==> src/rgauge_pkg.sv <==
// Shared widths, constants and controller/datapath interface types for the rain gauge core.
package rgauge_pkg;

  localparam int unsigned COUNT_W   = 16;
  localparam int unsigned TIME_W    = 32;
  localparam int unsigned WIN_W     = 22;
  localparam int unsigned RATE_W    = 28;
  localparam int unsigned SUM_W     = 24;
  localparam int unsigned DT_W      = 12;
  localparam int unsigned DIV_STEPS = RATE_W;
  localparam int unsigned DIV_CNT_W = $clog2(DIV_STEPS + 1);

  localparam int unsigned STORE_DEPTH_DEF = 256;

  localparam logic [WIN_W-1:0]  WINDOW_RESET  = WIN_W'(86400);
  localparam logic [DT_W-1:0]   SECS_PER_HOUR = DT_W'(3600);
  localparam logic [RATE_W-1:0] RATE_MAX      = RATE_W'(235926000);

  localparam logic OP_UPDATE = 1'b0;
  localparam logic OP_QUERY  = 1'b1;

  // Commands from the controller to the datapath
  typedef struct packed {
    logic load;         // capture the input beat
    logic first_upd;    // first update: remember the count only
    logic rd_newest;    // read the newest entry
    logic wr_replace;   // same timestamp: overwrite newest amount
    logic wr_append;    // append a new entry
    logic drop_oldest;  // store full: drop the oldest alongside the append
    logic prune_pop;    // expired oldest entry leaves the store
    logic sum_clr;      // start a window walk at the oldest entry
    logic sum_rd;       // read the next entry of the walk
    logic mul;          // form the division numerator
    logic div_init;
    logic div_step;
    logic rate_upd;     // commit rate, previous count and last rain time
  } rgauge_cmd_t;

  // Status from the datapath to the controller
  typedef struct packed {
    logic opcode;
    logic have_prev;
    logic inc_nz;
    logic count_zero;
    logic full;
    logic newest_match;
    logic prune_hit;
    logic walk_done;
    logic div_done;
  } rgauge_sts_t;

endpackage

==> src/rgauge_ctrl.sv <==
// Sequencing state machine for the rain gauge core.
module rgauge_ctrl import rgauge_pkg::*; (
  input  logic        clk_i,
  input  logic        rst_ni,
  input  logic        start_i,
  input  rgauge_sts_t sts_i,
  output logic        busy_o,
  output logic        strobe_o,
  output rgauge_cmd_t cmd_o
);

  typedef enum logic [3:0] {
    S_IDLE,
    S_DECODE,
    S_NEWEST,
    S_PRUNE_RD,
    S_PRUNE_CHK,
    S_DIV_INIT,
    S_DIV,
    S_RATE,
    S_SUM,
    S_EMIT
  } state_e;

  state_e state_q;
  logic   busy_q;
  logic   strobe_q;

  always_comb begin
    cmd_o = '0;
    unique case (state_q)
      S_IDLE:      cmd_o.load = start_i;
      S_DECODE: begin
        if (sts_i.opcode == OP_QUERY) begin
          cmd_o.sum_clr = 1'b1;
        end else if (!sts_i.have_prev) begin
          cmd_o.first_upd = 1'b1;
        end else if (sts_i.inc_nz) begin
          if (sts_i.count_zero) begin
            cmd_o.wr_append = 1'b1;
          end else begin
            cmd_o.rd_newest = 1'b1;
          end
        end
      end
      S_NEWEST: begin
        if (sts_i.newest_match) begin
          cmd_o.wr_replace = 1'b1;
        end else begin
          cmd_o.wr_append   = 1'b1;
          cmd_o.drop_oldest = sts_i.full;
        end
      end
      S_PRUNE_RD:  ;
      S_PRUNE_CHK: begin
        if (!sts_i.count_zero && sts_i.prune_hit) begin
          cmd_o.prune_pop = 1'b1;
        end else begin
          cmd_o.mul = 1'b1;
        end
      end
      S_DIV_INIT:  cmd_o.div_init = 1'b1;
      S_DIV:       cmd_o.div_step = !sts_i.div_done;
      S_RATE:      cmd_o.rate_upd = 1'b1;
      S_SUM:       cmd_o.sum_rd   = !sts_i.walk_done;
      S_EMIT:      ;
      default:     ;
    endcase
  end

  always_ff @(posedge clk_i or negedge rst_ni) begin
    if (!rst_ni) begin
      state_q  <= S_IDLE;
      busy_q   <= 1'b0;
      strobe_q <= 1'b0;
    end else begin
      strobe_q <= 1'b0;
      unique case (state_q)
        S_IDLE: begin
          if (start_i) begin
            busy_q  <= 1'b1;
            state_q <= S_DECODE;
          end
        end
        S_DECODE: begin
          if (sts_i.opcode == OP_QUERY) begin
            state_q <= S_SUM;
          end else if (!sts_i.have_prev) begin
            state_q <= S_EMIT;
          end else if (sts_i.inc_nz && !sts_i.count_zero) begin
            state_q <= S_NEWEST;
          end else begin
            state_q <= S_PRUNE_RD;
          end
        end
        S_NEWEST:    state_q <= S_PRUNE_RD;
        S_PRUNE_RD:  state_q <= S_PRUNE_CHK;
        S_PRUNE_CHK: begin
          if (!sts_i.count_zero && sts_i.prune_hit) begin
            state_q <= S_PRUNE_RD;
          end else begin
            state_q <= S_DIV_INIT;
          end
        end
        S_DIV_INIT:  state_q <= S_DIV;
        S_DIV: begin
          if (sts_i.div_done) begin
            state_q <= S_RATE;
          end
        end
        S_RATE:      state_q <= S_EMIT;
        S_SUM: begin
          if (sts_i.walk_done) begin
            state_q <= S_EMIT;
          end
        end
        S_EMIT: begin
          strobe_q <= 1'b1;
          busy_q   <= 1'b0;
          state_q  <= S_IDLE;
        end
        default:     state_q <= S_IDLE;
      endcase
    end
  end

  assign busy_o   = busy_q;
  assign strobe_o = strobe_q;

endmodule

==> config.mk <==
export PLATFORM = sky130hd
export DESIGN_NAME = rgauge_ctrl
export DESIGN_NICKNAME = d
export VERILOG_FILES = /design/src/rgauge_pkg.sv /design/src/rgauge_ctrl.sv
export SDC_FILE = /design/constraint.sdc
export NUM_CORES = 1
export LEC_CHECK = 0
export BUFFER_PORTS_ARGS = -buffer_cell sky130_fd_sc_hd__buf_2
export CAP_MARGIN = 40
export CORE_AREA = 2 2 39 41
export DETAILED_ROUTE_END_ITERATION = 12
export DIE_AREA = 0 0 41 43
export GPL_TIMING_DRIVEN = 0
export PLACE_DENSITY_LB_ADDON = 0.2
export SETUP_SLACK_MARGIN = 0.4
export SLEW_MARGIN = 20
export SYNTH_ARGS = -nofsm -noshare
export SYNTH_HDL_FRONTEND = slang
export SYNTH_SLANG_ARGS = --single-unit
==> constraint.sdc <==
create_clock -name clk_i -period 4.8 [get_ports clk_i]
set_clock_uncertainty 0.15 [all_clocks]
set_input_delay 0.24 -clock clk_i [delete_from_list [all_inputs] [get_ports clk_i]]
set_output_delay 0.24 -clock clk_i [all_outputs]
set_load 0.01 [all_outputs]
### Yosys cells after proc, flatten, opt, wreduce, memory -nomap -nowiden

Index checks and enable logic that the tools add are counted.
Widths: inputs -> output; s select.

| storage, ports and cells | value |
|---|---|
| output and inout port bits | 15 |
| flip-flop bits (word level) | 6 |

| operators by class | value |
|---|---|
| reduce and logical (&&, ||, !) cells | 9 |
| eq/ne operators | 12 |
| muxes and demuxes | 37 |

Operators by type and width:

| operator | number |
|---|---|
| $pmux 4 s9 | 1 |
| $mux 1 | 25 |
| $mux 4 | 5 |
| $eq 4x3->1 const B | 4 |
| $eq 4x2->1 const B | 2 |
| $eq 4x4->1 const B | 2 |
| $mux 2 | 3 |
| $ne 2x2->1 const B | 3 |
| $eq 4x1->1 const B | 1 |
| $logic_not 4->1 | 1 |
| $pmux 1 s2 | 2 |
| $logic_not 1->1 | 3 |
| $mux 3 | 1 |
| $reduce_and 3->1 | 1 |
| $logic_and 1x1->1 | 2 |
| $reduce_and 2->1 | 1 |
| $reduce_bool 2->1 | 1 |

### Longest topological paths before layout

Gate-level depths: netlist of run 1.

| depth | value |
|---|---|
| depth after elaboration | 6 |
| gate-level depth with buffers | 6 |
| gate-level depth less buffers | 4 |

### Least setup slack after synthesis of run 1

No wires, ideal clock.

| path | value |
|---|---|
| kind | register -> output |
| start | reg state_q[0] |
| end | out cmd_o[12] (netlist bit) |
| stages on the path, launching flop included | 5 |
| slack | 3113 ps |
| required time | 4410 ps |
| arrival | 1297 ps |
| cell sequence | dfrtp_1 buf_6 or2_1 buf_6 nor4b_1 |

RTL lines:

| what | RTL line | text |
|---|---|---|
| start: declaration | rgauge_ctrl.sv:25 | `state_e state_q;` |
| start signal: assignment | rgauge_ctrl.sv:73 | `state_q <= S_IDLE;` |
| start signal: assignment | rgauge_ctrl.sv:82 | `state_q <= S_DECODE;` |
| start signal: assignment | rgauge_ctrl.sv:87 | `state_q <= S_SUM;` |
| end: declaration | rgauge_ctrl.sv:9 | `output rgauge_cmd_t cmd_o` |

==> flow_metrics.py, run 1 <==
metrics = {
    "critical_path": {
        "critPathKind": "flop to output pin",
        "cp_data_arrival_time_ns": 1.59,
        "crit_family": "simple AND/OR/NAND/NOR gates",
        "cp_slowest_stage_delay_ns": 0.45,
        "slowest_stage": "dfrtp_1",
        "start_kind": "flop",
        "crit_path_max_fanout": 8,
        "path_cells": "nand2b_2 > nor4_4 > nand3_1 > nor2_1 > buf_2",
        "end_kind": "output pin",
        "critical_path_required_ns": 4.41,
        "path_buf_inv": 1,
    },
    "synthesis": {
        "synth_top_family_by_area": "simple AND/OR/NAND/NOR gates",
        "async_reset_ff_share_pct": 100,
        "synth_cell_types": 33,
        "synth_xor_area_share_pct": 1.65,
        "syn_inst": 60,
        "synth-main-ff-cell": "dfrtp_1",
        "seq_area_frac_synth_pct": 28.3,
        "synth_compound_area_share_pct": 11.8,
        "ys_ff_latch": 6,
        "synth_warnings": 0,
        "synth-simple-area-share_pct": 43.9,
        "avgSynthCellArea_um2": 8.84,
        "synth-edff-count": 0,
        "syn_nets": 72,
        "synth_mux_area_share_pct": 4.72,
        "synth_adder_area_share_pct": 0,
        "synth_area_um2": 531,
    },
    "die": {
        "core_area_mm2": 0.00138,
        "placementRows": 14,
        "start_util_pct": 38.3,
        "die-area_mm2": 0.00176,
        "dieWidth_um": 41,
        "io_pins": 27,
        "die_h_um": 43,
    },
    "timing": {
        "setup_violations": 0,
        "rsz0062_at_grt": "false",
        "hold_viol_final": 0,
        "maxSlewHeadroom_pct": 76.3,
        "fin_crit_ns": 1.98,
        "fmax_mhz": 506,
        "fin_tns_setup_ns": 0,
        "setup_slack_ns": 2.82,
        "finalMaxSlewViolations": 0,
        "fin_crit_sh_pct": 41.2,
        "tightestPinTransition_ns": 0.353,
        "timing.hold.ws_ns": 0.113,
    },
    "cts": {
        "htree_num_levels": 1,
        "cts_buffers": 3,
        "cts_tree": "built",
        "cts.root.buffer_cell": "clkbuf_4",
        "clock_sinks": 6,
        "clock_latency_ns": 0.25,
        "cts.clk_slew.worst_paths_ns": 0.05,
        "cts_hold_buf": 1,
        "cts_max_path_buffers": 2,
        "cts_setup_buffers": 0,
        "cts.repair.resized": 0,
    },
    "grt": {
        "grt_max_degree": 11,
        "grt_pass1_wl_um": 2250,
        "grt_overflow": 0,
        "antenna_found_initial": 0,
        "grtUsageTotal_pct": 18.7,
        "grt_pass1_vias": 534,
    },
    "place": {
        "pre_cts_ws_ns": 3.11,
        "port_buffers": 26,
        "gp_congestion": 0.752,
        "hpwl_um": 1040,
        "dpl.cell_count": 102,
    },
    "final_layout": {
        "fin_cells": 106,
        "syn2layout_area_growth_pct": 34.4,
        "final_common_cell": "buf_2",
        "nets": 104,
        "final_util_pct": 51.5,
        "n_antenna_cell": 0,
        "drive_gt1_share_pct": 45.6,
        "final_cell_mix": "buf_2 (26), nor2_1 (7), nand2_1 (6), dfrtp_1 (6), nor3_1 (4)",
    },
    "flow_run": {
        "maxCapViolCount": 0,
    },
    "worst_hold_path": {
        "holdCritPathClass": "input pin to flop",
    },
    "routing": {
        "wirelength_um": 1330,
        "post_drt_wl_per_cell_um": 12.5,
        "via_count": 543,
        "antenna_left": 0,
        "first_pass_iters": 3,
        "via_per_inst": 5.12,
        "dr.first_iter.drc_count": 9,
        "drc": 0,
    },
    "power_and_ir_drop": {
        "peakVddDrop_v": 0.000208,
        "pwr_density_cell_mw_per_mm2": 537,
        "p_leak_uw": 0.000361,
    },
    "outcome": {
        "status": "completed",
    },
}
-- area by class of cell --
| type | count | area (um2) |
|---|---|---|
| plain buffers | 4 | 47.5 |
| multi-input cells | 49 | 329 |
| clock buffers | 3 | 22.5 |
| well taps | 16 | 20.0 |
| fillers | 136 | 671 |
| flip-flops and latches | 6 | 150 |
| inverters | 1 | 3.75 |
| repair buffers | 27 | 140 |
-- through the flow --
stage          total power, uW  area [um2]
4_1_cts                    386         713
3_3_place_gp               330         681
2_1_floorplan              274         531
6_report                   383         713
3_5_place_dp               335         681
5_1_grt                    419         713
-- worst paths after layout --
check	start	end	slack [ns]	cells after the start
max	state_q[1]$_DFFE_PN0P_	cmd_o[10]	2.82	5
min	sts_i[7]	state_q[1]$_DFFE_PN0P_	0.11	3
max reg2reg	state_q[1]$_DFFE_PN0P_	state_q[0]$_DFFE_PN0P_	3.13	5
min reg2reg	busy_o$_DFFE_PN0P_	busy_o$_DFFE_PN0P_	0.35	2
max in group asynchronous	rst_ni	busy_o$_DFFE_PN0P_	4.15	2
min in group asynchronous	rst_ni	state_q[3]$_DFFE_PN0P_	0.19	2
-- Yosys cell counts, drive strengths merged, types with 2 or more instances --
cell    instances  area [um2]
nor4b           3        26.3
nor4            3        40.0
buf             3        33.8
o21ai           3        15.0
a21oi           3        15.0
nand2b          3        21.3
nor2            8        37.5
dfrtp           6         150
and2            2        13.8
nor3            5        30.0
or2b            2        16.3
nand2           6        22.5
-- metal layers --
| layer | share of wire (%) | vias to the layer above | track usage (%) | wire length (um) |
|---|---|---|---|---|
| li1 | - | 275 | - | - |
| met1 | 46 | 247 | 22.7 | 604 |
| met2 | 48 | 19 | 29.7 | 633 |
| met3 | 6.3 | 2 | 7.85 | 83 |
| met4 | 0.45 | 0 | 4.00 | 6 |
| met5 | 0 | - | 0 | 0 |
-- worst reg2reg max path: cells and delay by family, from the launching register on --
kind	cells	cell delay, ns
buffers and inverters	1	0.14
flip-flops	1	0.45
multiplexers	1	0.31
AND/OR/NAND/NOR	3	0.51
-- registers in the layout (all words and copies together) (netlist names) --
| register | flops |
|---|---|
| busy_o | 1 |
| strobe_o | 1 |
| state_q | 4 |
-- kinds of logic (layout without fill, tap and decap cells) --
group           after synthesis  in the layout
simple gates                 36             36
flops                         6              6
mux                           2              2
buf+inv                       5             35
xor+xnor                      1              1
compound gates               10             10
-- power breakdown --
part / internal (uW) / total, uW / switching (uW) / leakage (uW)
combinational: 113 / 241 / 128 / 0.000274
clock: 28.5 / 49.1 / 20.6 / 0.0000138
sequential: 70.9 / 92.9 / 22.0 / 0.0000738
Note: power is estimated with default switching activity, not from simulation.
==> inputs of run 2 (changes only) <==
--- a/config.mk
+++ b/config.mk
@@ -7,9 +7,8 @@
 export LEC_CHECK = 0
 export BUFFER_PORTS_ARGS = -buffer_cell sky130_fd_sc_hd__buf_2
 export CAP_MARGIN = 40
-export CORE_AREA = 2 2 39 41
+export CORE_UTILIZATION = 39
 export DETAILED_ROUTE_END_ITERATION = 12
-export DIE_AREA = 0 0 41 43
 export GPL_TIMING_DRIVEN = 0
 export PLACE_DENSITY_LB_ADDON = 0.2
 export SETUP_SLACK_MARGIN = 0.4
==> constraint.sdc (replaced) <==
create_clock -name clk_i -period 1.8 [get_ports clk_i]
set_clock_uncertainty 0.15 [all_clocks]
set_input_delay 0.09 -clock clk_i [delete_from_list [all_inputs] [get_ports clk_i]]
set_output_delay 0.09 -clock clk_i [all_outputs]
set_load 0.01 [all_outputs]
==> run 2 against run 1 <==
Against the previous run:
- the run now ends with negative setup slack left
- register-to-register slack got worse by 3.0 ns
- critical path depth unchanged
- global-route usage increased by 6.6 points
- largest power group unchanged
==> flow_metrics.py, run 2 (synthesis results as in run 1) <==
metrics = {
    "critical_path": {
        "timing.rr.start": "state_q[0]$_DFFE_PN0P_",
        "critPathKind": "flop to output pin",
        "end_kind": "output pin",
        "reg2reg_slack_ns": 0.10,
        "cp_data_arrival_time_ns": 1.57,
        "critical_path_required_ns": 1.56,
        "crit_path_max_fanout": 4,
        "r2r_cells": 6,
        "start_kind": "flop",
        "r2r_end": "state_q[0]$_DFFE_PN0P_",
    },
    "power_and_ir_drop": {
        "peakVddDrop_v": 0.00113,
        "pwr_density_cell_mw_per_mm2": 1490,
        "p_leak_uw": 0.000513,
    },
    "flow_run": {
        "maxCapViolCount": 0,
    },
    "timing": {
        "fin_crit_ns": 1.81,
        "fin_crit_sh_pct": 100,
        "fin_tns_setup_ns": -0.00771,
        "setup_slack_ns": -0.00771,
        "rsz0062_at_grt": "true",
        "hold_viol_final": 0,
        "setup_violations": 1,
        "fmax_mhz": 553,
        "maxSlewHeadroom_pct": 73.9,
        "tightestPinTransition_ns": 0.390,
        "finalMaxSlewViolations": 0,
    },
    "die": {
        "die-area_mm2": 0.00151,
        "die_h_um": 38.9,
        "placementRows": 12,
        "io_pins": 27,
        "core_area_mm2": 0.00119,
        "dieWidth_um": 38.9,
        "start_util_pct": 44.7,
    },
    "final_layout": {
        "nets": 124,
        "final_util_pct": 85.7,
        "n_fill_cell": 60,
        "final_common_cell": "buf_2",
        "top_register": "state_q",
        "final_cell_mix": "buf_2 (24), buf_4 (16), buf_6 (7)",
        "drive_gt1_share_pct": 66.4,
        "syn2layout_area_growth_pct": 91.5,
        "n_antenna_cell": 0,
        "largest_reg_flops": 4,
    },
    "grt": {
        "antenna_found_initial": 0,
        "grt_max_degree": 8,
        "grt_pass1_vias": 549,
        "grt_pass1_wl_um": 2530,
        "grt_overflow": 0,
        "grtUsageTotal_pct": 25.3,
    },
    "routing": {
        "dr.first_iter.drc_count": 21,
        "post_drt_wl_per_cell_um": 15.6,
        "drc": 0,
        "via_count": 652,
        "first_pass_iters": 4,
        "wirelength_um": 1940,
        "antenna_left": 0,
        "via_per_inst": 5.26,
    },
    "cts": {
        "clock_sinks": 6,
        "cts.clk_slew.worst_paths_ns": 0.04,
        "cts.root.buffer_cell": "clkbuf_4",
        "cts_max_path_buffers": 2,
        "clock_latency_ns": 0.25,
        "cts_buffers": 3,
        "htree_num_levels": 1,
        "cts_tree": "built",
    },
    "outcome": {
        "status": "finished with violations",
        "violations": "negative setup slack",
    },
    "place": {
        "hpwl_um": 960,
        "gp_congestion": 0.766,
        "port_buffers": 26,
    },
    "worst_hold_path": {
        "holdCritPathClass": "input pin to async pin",
    },
}
==> run 2: changes by cell type in the layout (fill, tap and decap cells not counted), sizes merged <==
cell | previous run | this run
buf | 29 | 48
dlygate4sd3 | 1 | 2
==> run 2: metrics by stage <==
stage	hold slack [ns]	area [um2]	power [uW]	worst slack (ns)	std cells
2_1_floorplan	-0.356	531	730	0.229	60
4_1_cts	0.0000466	885	1260	0.0670	117
5_1_grt	0.0418	1020	1610	-0.0305	124
3_5_place_dp	-0.231	678	887	0.126	100
6_report	0.0447	1020	1510	-0.00771	124
3_3_place_gp	-0.235	678	883	0.135	100
==> run 2: worst max path at each step <==
stage,from,to,slack [ns],depth (start not counted)
4_1_cts,state_q[1]$_DFFE_PN0P_,cmd_o[10],0.07,5
3_5_place_dp,state_q[0]$_DFFE_PN0P_,state_q[0]$_DFFE_PN0P_,0.13,6
5_1_grt,state_q[0]$_DFFE_PN0P_,cmd_o[7],-0.03,5
3_3_place_gp,state_q[1]$_DFFE_PN0P_,state_q[0]$_DFFE_PN0P_,0.13,5
6_report,state_q[0]$_DFFE_PN0P_,cmd_o[7],-0.008,5
2_1_floorplan,state_q[0]$_DFFE_PN0P_,state_q[0]$_DFFE_PN0P_,0.23,6
==> run 2: per-layer routing <==
metal	vias up	track usage [%]	share of wire, %
met3	2	9.25	7.1
met2	32	40.0	52
met4	0	6.03	0.77
met1	305	32.3	40
met5	-	0	0
li1	313	-	-
==> run 2: area by class of cell <==
type | count | area (um2) | area share, %
tap | 14 | 17.5 | 1.72
timing repair buffer | 47 | 325 | 32.0
clock buffer | 3 | 22.5 | 2.22
sequential | 6 | 153 | 15.0
buffer | 4 | 47.5 | 4.68
multi-input combinational | 49 | 447 | 44.0
inverter | 1 | 3.75 | 0.369
==> run 2: repair_timing <==
item                                    CTS  global route
pin swaps                                 6             7
resized for setup                        14            14
hold endpoints to repair                  7             0
endpoints found under the setup margin   14            15
buffers inserted                         12             7
hold buffers                              2             0
==> run 2: power by group <==
group / switching, uW / internal, uW
sequential: 54.7 / 193
combinational: 548 / 594
clock: 48.7 / 75.4
==> run 2: worst max-delay path, stage by stage (launching register included) <==
cell and delay [ns]:
dfrtp_1 0.36, buf_6 0.13, nand2b_1 0.25, nor4_4 0.27, and2_1 0.18, buf_2 0.13
